`config.mk`:
```
export PLATFORM = sky130hd
export DESIGN_NAME = rti_queue
export DESIGN_NICKNAME = d
export VERILOG_FILES = /design/src/hw/rtl/rti_pkg.sv /design/src/hw/rtl/rti_queue.sv
export SDC_FILE = /design/constraint.sdc
export NUM_CORES = 1
export LEC_CHECK = 0
export ABC_AREA = 1
export BUFFER_PORTS_ARGS = -buffer_cell sky130_fd_sc_hd__buf_4
export CORE_AREA = 2 2 234 236
export CTS_CLUSTER_SIZE = 40
export DETAILED_ROUTE_END_ITERATION = 12
export DIE_AREA = 0 0 236 238
export GPL_ROUTABILITY_DRIVEN = 0
export GPL_TIMING_DRIVEN = 1
export PLACE_DENSITY_LB_ADDON = 0.15
export SLEW_MARGIN = 5
export SYNTH_ARGS = -nofsm -noshare
export SYNTH_HDL_FRONTEND = slang
export SYNTH_SLANG_ARGS = --single-unit
```
`constraint.sdc`:
```
create_clock -name clk_i -period 33 [get_ports clk_i]
set_clock_uncertainty 0.15 [all_clocks]
set_input_delay 3.3 -clock clk_i [delete_from_list [all_inputs] [get_ports clk_i]]
set_output_delay 3.3 -clock clk_i [all_outputs]
set_load 0.05 [all_outputs]
```
`src/hw/rtl/rti_pkg.sv`:
```
// ----------------------------------------------------------------------------
// rti_pkg
// Shared types, widths and register codes of the ray / triangle unit.
// ----------------------------------------------------------------------------
package rti_pkg;

  // fixed point format of coordinates
  localparam int unsigned COORD_W   = 32;
  localparam int unsigned FRAC_BITS = 16;

  // datapath widths
  localparam int unsigned VEC_W    = COORD_W + 1;
  localparam int unsigned OPB_W    = 34;
  localparam int unsigned PROD_W   = VEC_W + OPB_W;
  localparam int unsigned CROSS_W  = 2 * VEC_W;
  localparam int unsigned ACC_W    = 104;
  localparam int unsigned DIST_W   = 31;
  localparam int unsigned DIV_W    = ACC_W + DIST_W;
  localparam int unsigned EPS_W    = 16;

  // configuration port
  localparam int unsigned CFG_IDX_W  = 3;
  localparam int unsigned CFG_DATA_W = 32;

  // queue between front and back
  localparam int unsigned QUEUE_DEPTH = 2;

  typedef enum logic [CFG_IDX_W-1:0] {
    REG_ORG_X = 3'd0,
    REG_ORG_Y = 3'd1,
    REG_ORG_Z = 3'd2,
    REG_DIR_X = 3'd3,
    REG_DIR_Y = 3'd4,
    REG_DIR_Z = 3'd5,
    REG_EPS   = 3'd6
  } cfg_reg_e;

  typedef logic signed [VEC_W-1:0] vec_t;

  typedef struct packed {
    vec_t x;
    vec_t y;
    vec_t z;
  } vec3_t;

  // one triangle after edge setup
  typedef struct packed {
    vec3_t e1;
    vec3_t e2;
    vec3_t s;
    logic  last;
  } edge_item_t;

  // sign extend the low COORD_W bits of a raw coordinate
  function automatic vec_t sext_coord(input logic [CFG_DATA_W-1:0] raw);
    logic signed [CFG_DATA_W-1:0] sh;
    sh = $signed(raw << (CFG_DATA_W - COORD_W)) >>> (CFG_DATA_W - COORD_W);
    return vec_t'(sh);
  endfunction

endpackage

```
`src/hw/rtl/rti_queue.sv`:
```
// ----------------------------------------------------------------------------
// rti_queue
// Small FIFO of set-up triangles between front and back.
// ----------------------------------------------------------------------------
module rti_queue #(
  parameter int unsigned DEPTH = rti_pkg::QUEUE_DEPTH
) (
  input  logic                clk_i,
  input  logic                rst_ni,
  input  logic                push_i,
  input  rti_pkg::edge_item_t data_i,
  output logic                full_o,
  input  logic                pop_i,
  output logic                valid_o,
  output rti_pkg::edge_item_t head_o
);
  import rti_pkg::*;

  localparam int unsigned PTR_W = (DEPTH > 1) ? $clog2(DEPTH) : 1;
  localparam int unsigned CNT_W = $clog2(DEPTH + 1);

  edge_item_t            mem_q [DEPTH];
  logic [PTR_W-1:0]      wptr_q, rptr_q;
  logic [CNT_W-1:0]      cnt_q;

  assign full_o  = (cnt_q == CNT_W'(DEPTH));
  assign valid_o = (cnt_q != '0);
  assign head_o  = mem_q[rptr_q];

  // pointers and fill count
  always_ff @(posedge clk_i or negedge rst_ni) begin
    if (!rst_ni) begin
      wptr_q <= '0;
      rptr_q <= '0;
      cnt_q  <= '0;
    end else begin
      if (push_i) begin
        wptr_q <= (wptr_q == PTR_W'(DEPTH - 1)) ? '0 : wptr_q + 1'b1;
      end
      if (pop_i) begin
        rptr_q <= (rptr_q == PTR_W'(DEPTH - 1)) ? '0 : rptr_q + 1'b1;
      end
      if (push_i && !pop_i) begin
        cnt_q <= cnt_q + 1'b1;
      end else if (pop_i && !push_i) begin
        cnt_q <= cnt_q - 1'b1;
      end
    end
  end

  // storage
  always_ff @(posedge clk_i) begin
    if (push_i) begin
      mem_q[wptr_q] <= data_i;
    end
  end

endmodule

```
==> metrics.txt, run 1 <==
Worst Path Required=29.55 ns; Seq cells post-synth=600; initial antenna violation count=11; FP Rows=85; Initial Util=42.09%; final hold slack=0.3374 ns; Netlist cell types=15; first-pass GRT wire length=74640 um; area share of the largest cell type after synthesis=79.48%; multi-input gate area in the final layout=4194 um^2; CTS tree=done; synth warn=0; vias in the first global route=11.65k; Iter 0 DRT Violations=719; CP endpoint kind=output port; core area=53500 um^2; Final Max Slew Viols=0; RSZ-0062 raised after global routing=no; Worst Path Arrival=3.99 ns; drt pass-1 iters=4; Hold Fails Final Rpt=0; M2 GR Usage=31.11%; status=completed; Hold Path Class=reg2reg; Detailed Place HPWL=36810 um; Worst-Skew Late Latency=0.60 ns; Total Routing Usage GR=18.10%; clk slew on worst S/H paths=0.06 ns; hold-fix buffer count after cts=0; Post-CTS Setup Bufs=0; GRT met3 Usage=7.045%; Area contributors post-synth=edfxtp_1 (79%), mux2_4 (13%), mux2_2 (4.9%), buf_6 (1.1%), dfrtp_1 (0.44%); Fmax achieved=134.4 MHz; # DRC=0; register area share after synthesis=79.92%; Die Area=56170 um^2; Nets=1894; largest net degree at the start of global routing=143; TNS Setup=0 ns; CTS Buffer Depth=3; WL final=52750 um; CP Max Fanout=73; Most Used Layer, Global Route=met2; total CTS buffers=60; Setup violations, final=0; Worst Max-Slew Pin Slew=1.137 ns; met1 Usage GRT=19.82%; H-Tree Depth=2; fraction of layout cells with a size suffix above 1=60.50%; root buf cell=clkbuf_16; Mean Syn Cell Area=23.65 um^2; antenna-violating nets left=0; io pins=602; total power=3.026 mW; Die Height=238 um; DR WL/cell=22.47 um; leakage power=11.60 nW; Worst VDD drop=0.08819 mV; grt total ovfl=0; Vias/cell=4.756; critical path startpoint category=flop; max_cap viols=0; Area Growth Syn to Fin=31.28%; detailed-route via count=11.16k; FF/Latch Area=18000 um^2; CP Class=reg2out; Tcrit/Tclk final=22.55%; Netlist Area Pre-Place=22520 um^2; Synth area leader=edfxtp_1; Slew HR=24.19%; fin crit period=7.441 ns; Power Density=102.4 nW/um^2; die width=236 um; Resize count post-CTS=0; clock net sink count=600; Post-Syn Nets=1255; Mapped Cells=952; input/output buffers=601; layout filler cell count=4178
## final cells by class
class | instances | area share, %
multi-input combinational | 312 | 14.19
timing repair buffer | 610 | 15.58
clock buffer | 73 | 5.316
antenna | 8 | 0.06772
tap | 696 | 2.946
clock inverter | 41 | 0.9015
sequential | 600 | 60.89
inverter | 7 | 0.1143
## per-layer routing
metal	up-vias	share of wire, %
met4	6	4.0
met2	409	51
met5	-	0.070
met1	5562	36
li1	5085	-
met3	101	8.4
## stage by stage
step                      utilization, %  instance area (um^2)  instances  setup WS [ns]
after CTS                          55.22                 29540       2339          25.46
after floorplan                        -                 22520        952          16.09
after global routing               55.26                 29560       2346          25.31
after global placement             51.79                 27700       2225          26.17
after detailed placement           51.79                 27700       2225          26.15
final                              55.26                 29560       2347          25.56
## sequential cells by signal (all words and copies together), names as in the netlist
signal,flops
wptr_q,1
rptr_q,1
mem_q,596
cnt_q,2
## layout by cell type, fill, tap and decap left out, drive strengths merged
| master | n |
|---|---|
| buf | 610 |
| bufinv | 3 |
| clkbuf | 73 |
| clkinv | 35 |
| clkinvlp | 1 |
| dfrtp | 4 |
| diode | 8 |
| edfxtp | 596 |
| ha | 1 |
| inv | 9 |
| mux2 | 298 |
| nand2 | 6 |
| nand3 | 1 |
| nand4 | 1 |
| nor2 | 2 |
| xnor2 | 1 |
| xor2 | 2 |
## worst paths after layout
check,start,end,slack [ns],depth (start not counted)
worst max-delay path,rptr_q,head_o[258],25.56,4
worst min-delay path,cnt_q[1],cnt_q[1],0.34,2
worst max register to register,wptr_q,mem_q[1][144],29.33,4
worst min register to register,cnt_q[1],cnt_q[1],0.34,2
max in group asynchronous,rst_ni,rptr_q,30.25,1
min in group asynchronous,rst_ni,cnt_q[0],2.33,1
## cell usage after synthesis (all sizes together)
master / instances
inv: 7
xnor2: 1
dfrtp: 4
buf: 33
nand2: 6
nand3: 1
nand4: 1
mux2: 298
ha: 1
nor2: 2
xor2: 2
edfxtp: 596
## logic make-up after synthesis
family | count (synthesis) | synth area share [%]
DFF | 600 | 79.92
and+or+nand+nor | 10 | 0.1834
buffers and inverters | 40 | 1.484
muxes | 298 | 18.24
adders and majority gates | 1 | 0.05556
xor gates and xnor gates | 3 | 0.1167
## report_power, final
part / switching [mW] / total, mW / leakage (nW) / internal, mW
registers: 0.0457 / 1.06 / 5.64 / 1.01
logic: 0.872 / 1.33 / 5.05 / 0.462
clock network: 0.273 / 0.633 / 0.910 / 0.360
total: 1.19 / 3.03 / 11.6 / 1.84
## critical path: stages, from the launching register on
cell     delay [ns]
dfrtp_4        0.82
buf_4          0.94
buf_4          0.91
mux2_2         0.42
buf_4          0.19
No activity file was read; power rests on OpenSTA's default activity.
==> inputs of run 2 (changes only) <==
--- a/config.mk
+++ b/config.mk
@@ -7,10 +7,10 @@
 export LEC_CHECK = 0
 export ABC_AREA = 1
 export BUFFER_PORTS_ARGS = -buffer_cell sky130_fd_sc_hd__buf_4
-export CORE_AREA = 2 2 234 236
+export CORE_AREA = 2 2 231 233
 export CTS_CLUSTER_SIZE = 40
 export DETAILED_ROUTE_END_ITERATION = 12
-export DIE_AREA = 0 0 236 238
+export DIE_AREA = 0 0 233 235
 export GPL_ROUTABILITY_DRIVEN = 0
 export GPL_TIMING_DRIVEN = 1
 export PLACE_DENSITY_LB_ADDON = 0.15
==> constraint.sdc (replaced) <==
create_clock -name clk_i -period 7.06 [get_ports clk_i]
set_clock_uncertainty 0.15 [all_clocks]
set_input_delay 0.706 -clock clk_i [delete_from_list [all_inputs] [get_ports clk_i]]
set_output_delay 0.706 -clock clk_i [all_outputs]
set_load 0.05 [all_outputs]
==> run 2 against run 1 <==
  * Via count fell by 0.32%
  * Hold slack worse by 0.21 ns
  * Non-clock buffer count is 1 higher
  * Cell count fell by 0.47%
  * Final area grew 0.30%
  * Sequential share of layout area fell by 0.18 points
  * Critical path type unchanged
  * Routed wire length is 3.4% lower
  * Largest cell class unchanged
  * Register-to-register slack worse by 25 ns
  * Highest routed layer unchanged
==> metrics.txt, run 2 (same netlist as run 1, synthesis figures left out) <==
status=completed; Hold Path Class=in2reg; layout filler cell count=4068; Final Max Slew Viols=0; placed cell area=27720 um^2; # DRC=0; R2R Path Start=wptr_q; total CTS buffers=60; biggest regs=mem_q x596, cnt_q x2; Worst VDD drop=0.3488 mV; CP Max Fanout=130; root buf cell=clkbuf_16; reg-to-reg endpoint=mem_q[1][43]; DR WL/cell=21.81 um; Total Routing Usage GR=18.10%; Reg with most FFs=mem_q; clk slew on worst S/H paths=0.06 ns; Resize count post-CTS=0; Detailed Place HPWL=34960 um; reg2reg path depth=4; core area=52240 um^2; most common cell after layout, fill and taps aside=buf_4; Die Height=235 um; CP endpoint kind=output port; CTS tree=done; Worst Path Arrival=3.05 ns; H-Tree Depth=2; grt total ovfl=0; Tcrit/Tclk final=55.31%; met1 Usage GRT=19.86%; vias in the first global route=11.73k; Hold Fails Final Rpt=0; Area Growth Syn to Fin=31.68%; drt pass-1 iters=6; most frequent cells in the layout=buf_4 (606), edfxtp_1 (596), mux2_4 (200), mux2_2 (98), clkbuf_16 (61); Worst Path Required=6.20 ns; TNS Setup=0 ns; CTS Buffer Depth=3; max_cap viols=0; fin area=29650 um^2; input/output buffers=601; critical path startpoint category=flop; Power Density=481.3 nW/um^2; fin crit period=3.905 ns; FP Rows=84; r2r setup slk=4.14 ns; Worst Hold Launch=pop_i; die width=233 um; hold path cells=2; crit path from=rptr_q; M2 GR Usage=30.71%; Vias/cell=4.763; Setup violations, final=0; Most Used Layer, Global Route=met2; Die Area=54760 um^2; Worst-Skew Late Latency=0.61 ns; clock net sink count=600; leakage power=11.64 nW; initial antenna violation count=13; first-pass GRT wire length=73330 um; final hold slack=0.1285 ns; fraction of layout cells with a size suffix above 1=61.04%; max reg flops=596; WL final=50940 um; Fmax achieved=256.1 MHz; Iter 0 DRT Violations=558; CP Class=reg2out; Nets=1895; RSZ-0062 raised after global routing=no; GRT met3 Usage=7.973%; antenna-violating nets left=0; Worst Max-Slew Pin Slew=1.268 ns; io pins=602; Slew HR=15.50%; detailed-route via count=11.13k; largest net degree at the start of global routing=182; WHS Endpoint=rptr_q; Initial Util=43.11%
run 2: worst max-delay path by stage:
| stage | endpoint | slack [ns] | depth (start not counted) |
|---|---|---|---|
| global placement | mem_q[0][124] | 3.71 | 5 |
| global route | head_o[43] | 3.04 | 3 |
| floorplan | mem_q[1][0] | 1.27 | 2 |
| detailed placement | mem_q[0][149] | 3.70 | 5 |
| CTS | head_o[48] | 3.14 | 3 |
| finish | head_o[43] | 3.16 | 3 |
run 2: what timing repair did:
item | 4_1_cts | 5_1_grt
hold endpoints to repair | 4 | 0
hold buffers | 1 | 0
setup buffers | 0 | 0
run 2: power by group:
group,switching [mW],leakage (nW),total (mW),internal (mW)
Combinational,4.09,5.05,6.26,2.17
Sequential,0.198,5.64,4.93,4.73
Clock,1.29,0.946,3.08,1.79
run 2: per-stage QoR:
stage	instances	power, mW	worst slack [ns]	utilization [%]
6_report	2336	14.27	3.155	56.76
2_1_floorplan	952	9.724	1.269	-
3_5_place_dp	2217	11.32	3.703	53.06
3_3_place_gp	2217	11.30	3.711	53.06
5_1_grt	2335	14.79	3.044	56.76
4_1_cts	2328	14.42	3.143	56.73
run 2: final cells by class:
type,instances,area (um^2),area share (%)
antenna,8,20.02,0.06752
clock buffer,73,1572,5.300
clock inverter,37,334.1,1.127
inverter,7,30.03,0.1013
multi-input combinational,312,4194,14.14
sequential,600,18000,60.71
tap,688,860.8,2.903
timing repair buffer,611,4639,15.65
run 2: per-layer routing:
metal	vias up	routed length, um
met2	424	25880
li1	5079	-
met5	-	67
met3	92	5168
met4	10	1465
met1	5522	18360
run 2: critical path, stage by stage (launching register included):
cell and delay, ns:
dfrtp_4 0.87, buf_12 0.68, mux2_2 0.42, buf_4 0.19
==> inputs of run 3 (changes only) <==
==> constraint.sdc (replaced) <==
create_clock -name clk_i -period 3.8 [get_ports clk_i]
set_clock_uncertainty 0.15 [all_clocks]
set_input_delay 0.38 -clock clk_i [delete_from_list [all_inputs] [get_ports clk_i]]
set_output_delay 0.38 -clock clk_i [all_outputs]
set_load 0.05 [all_outputs]
==> run 3 against run 2 <==
  * Sequential power grew 86%
  * Total power rose by 88%
  * Die area did not move
  * Flip-flop and latch count unchanged
  * Global-route usage grew 1.7 points
  * Non-clock buffer count rose by 321
  * Critical endpoint is now head_o[10]
==> metrics.txt, run 3 (same netlist as run 1, synthesis figures left out) <==
status=completed; root buf cell=clkbuf_16; # DRC=0; Total Routing Usage GR=19.79%; placed cell area=28020 um^2; hold path cells=2; Post-CTS Setup Bufs=0; Reg with most FFs=mem_q; total power=26.87 mW; Area Growth Syn to Fin=46.01%; most common cell after layout, fill and taps aside=buf_4; total CTS buffers=59; first-pass GRT wire length=81410 um; hold-fix buffer count after cts=302; cell mode on critical path=buf_4; CTS tree=done; fin area=32880 um^2; Worst-Skew Late Latency=0.60 ns; RSZ-0062 raised after global routing=no; CP Class=reg2out; FP Rows=84; FF/Latch Area=18000 um^2; antenna-violating nets left=0; slowest library cell on the worst path=dfrtp_4; final design utilization=62.94%; Final Max Slew Viols=0; detailed-route via count=12.43k; DR WL/cell=20.74 um; Slew HR=47.03%; reg-to-reg endpoint=mem_q[1][252]; clock net sink count=600; Tcrit/Tclk final=80.55%; CP top delay family=flip-flops; Worst VDD drop=0.5999 mV; io pins=602; Initial Util=43.11%; TNS Setup=0 ns; multi-input gate area in the final layout=4197 um^2; R2R Path Start=wptr_q; leakage power=12.99 nW; critical path startpoint category=flop; vias in the first global route=13.63k; Die Height=235 um; Worst Hold Launch=data_i[16]; CP endpoint kind=output port; Die Area=54760 um^2; fin crit period=3.061 ns; Hold Path Class=in2reg; biggest regs=mem_q x596, cnt_q x2; CTS Buffer Depth=3; Power Density=817.1 nW/um^2; input/output buffers=601; clk slew on worst S/H paths=0.06 ns; Nets=2215; Detailed Place HPWL=37520 um; CP Cell Sequence=buf_4 -> mux2_2 -> buf_4; r2r setup slk=1.75 ns; grt total ovfl=0; most frequent cells in the layout=buf_4 (614), edfxtp_1 (596), dlygate4sd3_1 (302), mux2_4 (200), mux2_2 (98); crit path from=rptr_q; Hold Fails Final Rpt=0; Worst Path Required=3.27 ns; WL final=55070 um; Setup violations, final=0; Worst Max-Slew Pin Slew=0.7945 ns; H-Tree Depth=2; CP Max Fanout=40; largest net degree at the start of global routing=100; initial antenna violation count=5; layout filler cell count=3708; max_cap viols=0; Iter 0 DRT Violations=601; fraction of layout cells with a size suffix above 1=51.66%; WHS Endpoint=mem_q[0][16]; reg2reg path depth=3; Largest stage delay, worst path=0.94 ns; worst path bufs/invs=2; Fmax achieved=326.7 MHz; core area=52240 um^2; Resize count post-CTS=0; max reg flops=596; final hold slack=0.3457 ns; Vias/cell=4.680; Worst Path Arrival=2.53 ns; drt pass-1 iters=5; die width=233 um
run 3: metal layers:
metal  vias up  wire length (um)  track usage [%]
met5         -                 0                0
met4         0              1717            6.755
met3       100              4519            6.311
met2       467             28560            35.04
met1      6138             20270            22.42
li1       5725                 -                -
run 3: power breakdown:
part | switching [mW] | internal [mW]
registers | 0.398 | 8.77
logic | 7.79 | 4.39
clock network | 2.40 | 3.13
run 3: through the flow:
step,cells,setup slack (ns)
after floorplan,952,-1.702
after global placement,2237,1.356
after detailed placement,2237,1.328
after CTS,2649,0.6553
after global routing,2653,0.6098
final,2656,0.7391
run 3: worst max path at each step:
stage,slack (ns),endpoint,cells after the start
floorplan,-1.70,mem_q[1][0],2
global placement,1.36,head_o[27],3
detailed placement,1.33,head_o[10],3
CTS,0.66,head_o[10],3
global route,0.61,head_o[274],3
finish,0.74,head_o[10],3
run 3: final cells by class:
class	count	share of cell area, %
antenna	7	0.05328
clock buffer	75	4.802
clock inverter	35	0.7345
inverter	7	0.09133
multi-input combinational	312	12.76
sequential	600	54.75
tap	688	2.618
timing repair buffer	932	24.19
