==> src/hw/rtl/rti_pkg.sv <==
// ----------------------------------------------------------------------------
// rti_pkg
// Shared types, widths and register codes of the ray / triangle unit.
// ----------------------------------------------------------------------------
package rti_pkg;

  // fixed point format of coordinates
  localparam int unsigned COORD_W   = 32;
  localparam int unsigned FRAC_BITS = 16;

  // datapath widths
  localparam int unsigned VEC_W    = COORD_W + 1;
  localparam int unsigned OPB_W    = 34;
  localparam int unsigned PROD_W   = VEC_W + OPB_W;
  localparam int unsigned CROSS_W  = 2 * VEC_W;
  localparam int unsigned ACC_W    = 104;
  localparam int unsigned DIST_W   = 31;
  localparam int unsigned DIV_W    = ACC_W + DIST_W;
  localparam int unsigned EPS_W    = 16;

  // configuration port
  localparam int unsigned CFG_IDX_W  = 3;
  localparam int unsigned CFG_DATA_W = 32;

  // queue between front and back
  localparam int unsigned QUEUE_DEPTH = 2;

  typedef enum logic [CFG_IDX_W-1:0] {
    REG_ORG_X = 3'd0,
    REG_ORG_Y = 3'd1,
    REG_ORG_Z = 3'd2,
    REG_DIR_X = 3'd3,
    REG_DIR_Y = 3'd4,
    REG_DIR_Z = 3'd5,
    REG_EPS   = 3'd6
  } cfg_reg_e;

  typedef logic signed [VEC_W-1:0] vec_t;

  typedef struct packed {
    vec_t x;
    vec_t y;
    vec_t z;
  } vec3_t;

  // one triangle after edge setup
  typedef struct packed {
    vec3_t e1;
    vec3_t e2;
    vec3_t s;
    logic  last;
  } edge_item_t;

  // sign extend the low COORD_W bits of a raw coordinate
  function automatic vec_t sext_coord(input logic [CFG_DATA_W-1:0] raw);
    logic signed [CFG_DATA_W-1:0] sh;
    sh = $signed(raw << (CFG_DATA_W - COORD_W)) >>> (CFG_DATA_W - COORD_W);
    return vec_t'(sh);
  endfunction

endpackage

==> src/hw/rtl/rti_intf.sv <==
// ----------------------------------------------------------------------------
// rti_intf
// Triangle and result channel interfaces, valid / ready handshake.
// ----------------------------------------------------------------------------
interface rti_tri_if;
  logic               valid;
  logic               ready;
  logic signed [31:0] v0_x;
  logic signed [31:0] v0_y;
  logic signed [31:0] v0_z;
  logic signed [31:0] v1_x;
  logic signed [31:0] v1_y;
  logic signed [31:0] v1_z;
  logic signed [31:0] v2_x;
  logic signed [31:0] v2_y;
  logic signed [31:0] v2_z;
  logic               last_triangle;

  modport source (output valid, v0_x, v0_y, v0_z, v1_x, v1_y, v1_z,
                  v2_x, v2_y, v2_z, last_triangle, input ready);
  modport sink (input valid, v0_x, v0_y, v0_z, v1_x, v1_y, v1_z,
                v2_x, v2_y, v2_z, last_triangle, output ready);
endinterface


==> src/hw/rtl/rti_front.sv <==
// ----------------------------------------------------------------------------
// rti_front
// Accepts triangle beats and forms edge1, edge2 and origin minus v0.
// ----------------------------------------------------------------------------
module rti_front (
  rti_tri_if.sink            tri_i,
  input  rti_pkg::vec3_t     org_i,
  input  logic               full_i,
  output logic               push_o,
  output rti_pkg::edge_item_t item_o
);
  import rti_pkg::*;

  vec3_t v0, v1, v2;

  // accept whenever the queue has room
  assign tri_i.ready = !full_i;
  assign push_o      = tri_i.valid && !full_i;

  // sign extend vertices
  always_comb begin
    v0.x = sext_coord(tri_i.v0_x);
    v0.y = sext_coord(tri_i.v0_y);
    v0.z = sext_coord(tri_i.v0_z);
    v1.x = sext_coord(tri_i.v1_x);
    v1.y = sext_coord(tri_i.v1_y);
    v1.z = sext_coord(tri_i.v1_z);
    v2.x = sext_coord(tri_i.v2_x);
    v2.y = sext_coord(tri_i.v2_y);
    v2.z = sext_coord(tri_i.v2_z);
  end

  // edge setup, values stay inside VEC_W bits
  always_comb begin
    item_o.e1.x = v1.x - v0.x;
    item_o.e1.y = v1.y - v0.y;
    item_o.e1.z = v1.z - v0.z;
    item_o.e2.x = v2.x - v0.x;
    item_o.e2.y = v2.y - v0.y;
    item_o.e2.z = v2.z - v0.z;
    item_o.s.x  = org_i.x - v0.x;
    item_o.s.y  = org_i.y - v0.y;
    item_o.s.z  = org_i.z - v0.z;
    item_o.last = tri_i.last_triangle;
  end

endmodule

==> src/flat_wrapper.sv <==
// flat-port wrapper written by rule: the top's interface ports become plain ports
module rti_front_flat import rti_pkg::*;
  (org_i, full_i, push_o, item_o, tri_i_valid, tri_i_v0_x, tri_i_v0_y, tri_i_v0_z, tri_i_v1_x, tri_i_v1_y, tri_i_v1_z, tri_i_v2_x, tri_i_v2_y, tri_i_v2_z, tri_i_last_triangle, tri_i_ready);
  rti_tri_if tri_i_i ();
  input  rti_pkg::vec3_t org_i;
  input  logic full_i;
  output logic push_o;
  output rti_pkg::edge_item_t item_o;
  input wire logic [$bits(tri_i_i.valid)-1:0] tri_i_valid;
  input wire logic [$bits(tri_i_i.v0_x)-1:0] tri_i_v0_x;
  input wire logic [$bits(tri_i_i.v0_y)-1:0] tri_i_v0_y;
  input wire logic [$bits(tri_i_i.v0_z)-1:0] tri_i_v0_z;
  input wire logic [$bits(tri_i_i.v1_x)-1:0] tri_i_v1_x;
  input wire logic [$bits(tri_i_i.v1_y)-1:0] tri_i_v1_y;
  input wire logic [$bits(tri_i_i.v1_z)-1:0] tri_i_v1_z;
  input wire logic [$bits(tri_i_i.v2_x)-1:0] tri_i_v2_x;
  input wire logic [$bits(tri_i_i.v2_y)-1:0] tri_i_v2_y;
  input wire logic [$bits(tri_i_i.v2_z)-1:0] tri_i_v2_z;
  input wire logic [$bits(tri_i_i.last_triangle)-1:0] tri_i_last_triangle;
  output wire logic [$bits(tri_i_i.ready)-1:0] tri_i_ready;
  assign tri_i_i.valid = tri_i_valid;
  assign tri_i_i.v0_x = tri_i_v0_x;
  assign tri_i_i.v0_y = tri_i_v0_y;
  assign tri_i_i.v0_z = tri_i_v0_z;
  assign tri_i_i.v1_x = tri_i_v1_x;
  assign tri_i_i.v1_y = tri_i_v1_y;
  assign tri_i_i.v1_z = tri_i_v1_z;
  assign tri_i_i.v2_x = tri_i_v2_x;
  assign tri_i_i.v2_y = tri_i_v2_y;
  assign tri_i_i.v2_z = tri_i_v2_z;
  assign tri_i_i.last_triangle = tri_i_last_triangle;
  assign tri_i_ready = tri_i_i.ready;
  rti_front u_core (.tri_i(tri_i_i), .org_i(org_i), .full_i(full_i), .push_o(push_o), .item_o(item_o));
endmodule
==> config.mk <==
export PLATFORM = sky130hd
export DESIGN_NAME = rti_front_flat
export DESIGN_NICKNAME = d
export VERILOG_FILES = /design/src/hw/rtl/rti_pkg.sv /design/src/hw/rtl/rti_intf.sv /design/src/hw/rtl/rti_front.sv /design/src/flat_wrapper.sv
export SDC_FILE = /design/constraint.sdc
export NUM_CORES = 1
export LEC_CHECK = 0
export ABC_AREA = 0
export BUFFER_PORTS_ARGS = -buffer_cell sky130_fd_sc_hd__clkbuf_2
export CORE_AREA = 5 5 267 269
export DETAILED_ROUTE_END_ITERATION = 10
export DIE_AREA = 0 0 272 274
export REMOVE_ABC_BUFFERS = 1
export SLEW_MARGIN = 20
export SYNTH_ARGS = -nofsm -noshare
export SYNTH_HDL_FRONTEND = slang
export SYNTH_SLANG_ARGS = --single-unit
==> constraint.sdc <==
create_clock -name vclk -period 4.2
set_input_delay 0 -clock vclk [all_inputs]
set_output_delay 0 -clock vclk [all_outputs]
set_load 0.05 [all_outputs]
==> impl_metrics.tcl, run 1 <==
set metrics [dict create \
    post-route-period-util_pct 84.56 \
    place_area_um2 19530 \
    cpLargestDelayFamily "compound AO/OA/AOI/OAI gates" \
    p_leak_nw 10.45 \
    cp-start-kind "primary input" \
    vias 18590 \
    crit_type "primary input to primary output" \
    fmax_ghz 0.2816 \
    synth.area.top_cells "ha_1 (24%), xnor2_1 (10%), a21oi_1 (8.0%)" \
    crit_chain "clkbuf_2 -> inv_1 -> ha_1 -> fa_1 -> nor2b_1 -> o211ai_1 -> a31oi_1 -> a31o_2 -> a211oi_1 -> o31ai_1 -> a21oi_1 -> o21bai_1 -> xor2_1 -> clkbuf_2" \
    powerDensity_nw_per_um2 298.8 \
    yosys.area.top_type "ha_1" \
    outcome "finished clean" \
    grt.overflow.total 0 \
    crit_path_top_delay_cell "o31ai_1" \
    dpl.hpwl_um 63520 \
    die_area_um2 74530 \
    initial_core_util_pct 22.03 \
    placedCellCount 3707 \
    cts_setup_buffers 0 \
    design.core.area_um2 68350 \
    drv_slew 0 \
    synth_common_cells "ha_1 (288), a21oi_1 (241), inv_1 (197)" \
    grt_pass1_vias 17540 \
    power_w 0.005838 \
    drt_iter0_markers 1070 \
    finalInstanceArea_um2 19540 \
    fp.dieW_um 272 \
    wl_um 69870 \
    critPathCaptureType "primary output" \
    regArea_um2 0 \
    dr.pass1.iters 5 \
    area_growth_pct 29.78 \
    cts_hold_buf 0 \
    ys_warn_count 0 \
    grt_pass1_wl_um 102900 \
    nClkBuffers 0 \
    fin_nets 3514 \
    worst-path-buf-inv 3 \
    fin_crit_ns 3.552 \
    slowest_delay_ns 0.51 \
    grt_antenna_before_repair 4 \
    wl_per_cell_um 18.83 \
    std_cell_rows 96 \
    rsz0062_at_grt "no" \
    synth_cell_type_count 90 \
    finalSetupViolCount 0 \
    ant_nets 0 \
    hold_viol_final 0 \
    place_congestion 0.9950 \
    slew_headroom_pct 35.50 \
    grtUsageTotal_pct 17.17 \
    synth.top_cell.area_share_pct 23.93 \
    post_cts_resized 0 \
    yosysSeqAreaShare_pct 0 \
    final_cells 3711 \
    hp-class "primary input to primary output" \
    drive_gt1_share_pct 26.02 \
    netlist_area_um2 15060 \
    yosysMostFrequentCell "ha_1" \
    drc_errors 0 \
    tns_ns 0 \
    cp.depth 14 \
    num_io_pins 690 \
    seq_cells 0 \
    dieHeight_um 274 \
    syn_inst 2164 \
    critPathArrivalTime_ns 3.55 \
    syn_avg_cell_area_um2 6.958 \
    grt_max_degree 14 \
    required_ns 4.20 \
    hold_depth 0 \
    drv_cap 0 \
    path_common_cell "clkbuf_2" \
    peakVddDrop_uv 478.7 \
    tightest_slew_ns 0.9587 \
    path_max_fanout 4 \
    port_buffers 688 \
    via_per_inst 5.010 \
]
[kinds of logic (layout without fill, tap and decap cells)]
kind of cell,Yosys count,in the layout,share of synthesized area [%]
and+or+nand+nor,591,591,19.11
other,0,4,0
AOI/OAI and AO/OA,793,793,35.35
muxes,2,2,0.1413
xor gates and xnor gates,248,248,14.43
adders and majority gates,297,297,25.13
buffers and inverters,233,894,5.842
[report_power, final]
part	internal [W]	switching, W	leakage (nW)
sequential	0	0	0
clock	0.000000000128	0	0.0000254
combinational	0.00160	0.00424	10.4
[layout make-up]
cell class	instances	area [um^2]
diodes	4	10.01
fillers	7717	48800
inverters	197	739.5
multi-input cells	1931	14180
well taps	882	1104
repair buffers	697	3511
[metrics by stage]
step                setup slack (ns)  hold WS, ns  utilization, %
detailed placement            0.6857    0.0003409           28.58
global placement              0.6661    0.0003409           28.58
finish                        0.6485   0.00006531           28.59
CTS                           0.6591    0.0003409           28.58
floorplan                      1.186            0               -
global route                  0.4859    0.0002807           28.59
[cells in the final DEF (no fill, tap or decap), types with 7 or more instances in the layout]
master and instances:
nand4_1 24, xnor2_1 178, nand3b_1 8, o31ai_1 20, ha_1 288, o21ai_1 30, nor2b_1 35, a221oi_1 7
and2_1 12, fa_1 9, inv_1 197, a211oi_1 16, o31a_1 12, buf_4 9, o21a_1 42, o21bai_1 45
nor4_1 8, nor3_1 37, a21oi_1 241, or3_1 12, a21o_1 138, a211o_1 7, a2111oi_0 8, and3_1 28
nand3_1 53, a31oi_1 30, nand2_1 137, clkbuf_2 688, nor2_1 171, xor2_1 70, o21ai_0 86, nand2b_1 37
o211ai_1 24
[metal layers]
layer / global-route usage [%] / up-vias / routed length, um
met2: 32.15 / 692 / 34960
li1: - / 9271 / -
met5: 0 / - / 0
met3: 2.231 / 90 / 4197
met4: 4.948 / 0 / 2442
met1: 20.44 / 8538 / 28270
[final timing paths]
| path | start | to |
|---|---|---|
| max | tri_i_v1_x[0] | item_o[295] |
| min | tri_i_last_triangle | item_o[0] |
Note: power is estimated with default switching activity, not from simulation.
==> inputs of run 2 (changes only) <==
- clock period: 4.2 -> 3 ns (I/O delays scaled with it)
==> run 2 against run 1 <==
Compared with the run above: power rose by 64%; cell count rose by 5.2%; die area stayed put; wire length increased by 5.6%; critical path depth is 3 higher; combinational power up 64%; global-route usage grew 0.88 points; clock-buffer cell count stayed put; via count increased by 3.9%; final area up 17%; worst setup slack worse by 0.63 ns; highest routed layer unchanged.
==> impl_metrics.tcl, run 2 (same netlist as run 1, synthesis figures left out) <==
set metrics [dict create \
    outcome "finished clean" \
    clock_power_share_pct 0 \
    powerDensity_nw_per_um2 419.4 \
    peakVddDrop_uv 598.8 \
    fmax_ghz 0.3353 \
    crit_type "primary input to primary output" \
    p_comb_share_pct 100.0 \
    hp-class "primary input to primary output" \
    slowest_delay_ns 0.36 \
    critPathArrivalTime_ns 2.98 \
    cpLargestDelayFamily "compound AO/OA/AOI/OAI gates" \
    post-route-period-util_pct 99.42 \
    cts_hold_buf 0 \
    dpl.hpwl_um 66730 \
    port_buffers 688 \
    required_ns 3.00 \
    switching_share_pct 65.19 \
    design.core.area_um2 68350 \
    cp-start-kind "primary input" \
    critPathCaptureType "primary output" \
    drive_gt1_share_pct 33.37 \
    grtUsageTotal_pct 18.05 \
    finalSetupViolCount 0 \
    fin_crit_ns 2.983 \
    nClkBuffers 0 \
    via_per_inst 4.947 \
    slew_headroom_pct 50.36 \
    grt_max_degree 14 \
    seq_cells 0 \
    drc_errors 0 \
    grt.overflow.total 0 \
    regArea_um2 0 \
    path_max_fanout 2 \
    grt_pass1_wl_um 108200 \
    place_congestion 0.9685 \
    p_leak_nw 11.93 \
    dr.pass1.iters 5 \
    fillers 7417 \
    fp.dieW_um 272 \
    die_area_um2 74530 \
    fin_util_pct 33.33 \
    layout_common_cells "clkbuf_2 (603), ha_1 (279), a21oi_1 (230)" \
    grt_antenna_before_repair 4 \
    wl_um 73800 \
    ant_nets 0 \
    initial_core_util_pct 22.03 \
    tns_ns 0 \
    seqPwrFrac_pct 0 \
    drv_cap 0 \
    drv_slew 0 \
    dieHeight_um 274 \
    fin_nets 3707 \
    wl_per_cell_um 18.91 \
    tightest_slew_ns 0.7392 \
    rsz0062_at_grt "yes" \
    num_io_pins 690 \
    path_common_cell "buf_6" \
    worst-path-buf-inv 7 \
    std_cell_rows 96 \
    timing.hold.ws_ns 0.0003772 \
    p_int_w 0.003326 \
    hold_viol_final 0 \
    area_growth_pct 51.29 \
    grt_pass1_vias 18740 \
    p_sw_w 0.006228 \
    crit_path_top_delay_cell "o31a_1" \
    vias 19310 \
    drt_iter0_markers 1210 \
    crit_chain "clkbuf_16 -> inv_8 -> buf_6 -> buf_6 -> ha_4 -> nor2b_4 -> o31a_1 -> o21ai_2 -> buf_6 -> o211ai_1 -> a41o_1 -> a22oi_2 -> o21ai_2 -> o41ai_2 -> buf_4 -> xnor2_4 -> clkbuf_16" \
    final_common_cell "clkbuf_2" \
]
## run 2: worst paths after layout
path	slack, ns	start	cells past startpoint	endpoint
worst max-delay path	0.02	tri_i_v0_x[1]	17	item_o[195]
worst min-delay path	0.0004	tri_i_last_triangle	0	item_o[0]
## run 2: what timing repair did
action,CTS,global route
pin swaps,22,45
gates cloned,0,0
gates resized for setup,40,98
setup buffers,6,7
setup endpoints to repair,29,64
## run 2: power groups by stage
stage                     combinational [W]        clock [W]  sequential, W
after CTS                           0.00941                0              0
after floorplan                     0.00599                0              0
after global routing                 0.0101  0.0000000000893              0
final                               0.00955   0.000000000134              0
after global placement              0.00931                0              0
after detailed placement            0.00931                0              0
## run 2: final cells by class
type                            count  area (um^2)  share of cell area, %
Antenna cell                        3        7.507                0.03296
Inverter                          197        747.0                  3.279
Tap cell                          882         1104                  4.845
Timing Repair Buffer              890         6178                  27.12
Multi-Input combinational cell   1931        14740                  64.72
## run 2: per-stage QoR
stage / area (um^2) / total power (W) / cells / worst slack [ns]
4_1_cts: 22270 / 0.009411 / 3896 / -0.01591
5_1_grt: 22780 / 0.01007 / 3902 / -0.08662
6_report: 22780 / 0.009554 / 3903 / 0.01744
3_3_place_gp: 22020 / 0.009312 / 3890 / -0.1946
2_1_floorplan: 14920 / 0.005994 / 2128 / -0.01449
3_5_place_dp: 22020 / 0.009311 / 3890 / -0.1839
## run 2: per-layer routing
layer	track usage [%]	wire, um
met1	21.23	29760
met2	34.27	37280
met3	2.354	4182
met4	4.895	2586
met5	0	0
==> inputs of run 3 (changes only) <==
- CORE_AREA: 5 5 267 269 -> 2 2 271 273
- DIE_AREA: 0 0 272 274 -> 0 0 273 275
- clock period: 3 -> 3.7 ns (I/O delays scaled with it)
==> run 3 against run 2 <==
Compared with the run above: cell count down 2.9%; sequential share of layout area unchanged; die area up 0.73%; wire length down 9.7%; final area down 14%; critical endpoint is now item_o[165]; highest routed layer is now met5; via count down 4.4%.
==> impl_metrics.tcl, run 3 (same netlist as run 1, synthesis figures left out) <==
set metrics [dict create \
    outcome "finished clean" \
    cts_hold_buf 0 \
    wl_per_cell_um 17.59 \
    critPathLaunch "tri_i_v2_y[0]" \
    grt_max_degree 14 \
    cp-start-kind "primary input" \
    power_w 0.006577 \
    dpl.hpwl_um 60470 \
    critPathCaptureType "primary output" \
    p_int_w 0.001816 \
    fin_nets 3516 \
    required_ns 3.70 \
    fp.dieW_um 273 \
    grt_pass1_wl_um 96370 \
    seq_cells 0 \
    initial_core_util_pct 20.81 \
    finalSetupViolCount 0 \
    grt_antenna_before_repair 4 \
    via_per_inst 4.874 \
    grt.overflow.total 0 \
    powerDensity_nw_per_um2 334.8 \
    vias 18460 \
    die_area_um2 75080 \
    switching_share_pct 72.40 \
    clock_power_share_pct 0 \
    min-delay-start "tri_i_last_triangle" \
    rsz0062_at_grt "no" \
    dieHeight_um 275 \
    drv_slew 0 \
    path_max_fanout 3 \
    fin_ws_ns 0.4154 \
    slew_headroom_pct 39.42 \
    p_leak_nw 10.46 \
    ant_nets 0 \
    final_cells 3788 \
    grt_pass1_vias 17170 \
    area_growth_pct 30.49 \
    p_comb_share_pct 100.0 \
    drive_gt1_share_pct 26.07 \
    layout_common_cells "clkbuf_2 (688), ha_1 (288), a21oi_1 (241)" \
    place_ws_ns 0.4347 \
    regArea_um2 0 \
    num_io_pins 690 \
    tightest_slew_ns 0.9070 \
    grtUsageTotal_pct 16.19 \
    hp-class "primary input to primary output" \
    post_cts_resized 0 \
    post-route-period-util_pct 88.77 \
    drc_errors 0 \
    std_cell_rows 99 \
    peakVddDrop_uv 463.3 \
    fin_crit_ns 3.285 \
    drv_cap 0 \
    wl_um 66610 \
    nClkBuffers 0 \
    tns_ns 0 \
    seqPwrFrac_pct 0 \
    fmax_ghz 0.3044 \
    crit_type "primary input to primary output" \
    critPathArrivalTime_ns 3.28 \
    final_common_cell "clkbuf_2" \
    drt_iter0_markers 953 \
    place_congestion 1.008 \
    p_sw_w 0.004762 \
    hold_viol_final 0 \
    cts_setup_buffers 0 \
    port_buffers 688 \
    dr.pass1.iters 5 \
    placedCellCount 3786 \
    design.core.area_um2 72340 \
]
run 3: cell count changes in the layout (fill, tap and decap cells not counted), sizes merged:
cell	previous run	this run
buf	274	11
clkbuf	614	688
bufbuf	2	0
diode	3	2
run 3: stage by stage:
step / hold WS, ns / util, % / instance area, um^2
floorplan: 0 / - / 14920
global placement: 0.0003409 / 27.15 / 19640
detailed placement: 0.0003409 / 27.15 / 19640
CTS: 0.0003409 / 27.15 / 19640
global route: 0.0002965 / 27.16 / 19650
finish: 0.00006531 / 27.16 / 19650
run 3: final timing paths:
check | slack [ns] | end | cells past startpoint
min | 0.00007 | item_o[0] | 0
max | 0.42 | item_o[165] | 14
run 3: critical path: stages:
cell and delay, ns:
clkbuf_2 0.07, inv_1 0.03, ha_1 0.21, fa_1 0.41
nand2b_1 0.18, a21oi_1 0.24, o211ai_1 0.24, a211oi_1 0.41
o21ai_1 0.23, o31ai_1 0.51, o41ai_2 0.18, nor3_1 0.21
o31ai_1 0.12, clkbuf_2 0.25
run 3: power by group through the flow:
stage | logic (W) | clock network (W) | registers [W]
global route | 0.00697 | 0.0000000000724 | 0
floorplan | 0.00486 | 0 | 0
detailed placement | 0.00656 | 0 | 0
CTS | 0.00658 | 0 | 0
global placement | 0.00658 | 0 | 0
finish | 0.00658 | 0.0000000000725 | 0
run 3: final cells by class:
cell class	instances	area [um^2]
repair buffers	699	3526
multi-input cells	1931	14180
fillers	8168	52690
diodes	2	5.005
inverters	197	739.5
well taps	959	1200
run 3: layer usage:
metal | vias to the layer above | routed length, um | global-route usage [%]
met4 | 4 | 2381 | 5.206
met5 | - | 27 | 0
li1 | 9265 | - | -
met2 | 663 | 32790 | 29.94
met3 | 111 | 3974 | 2.208
met1 | 8418 | 27440 | 19.14
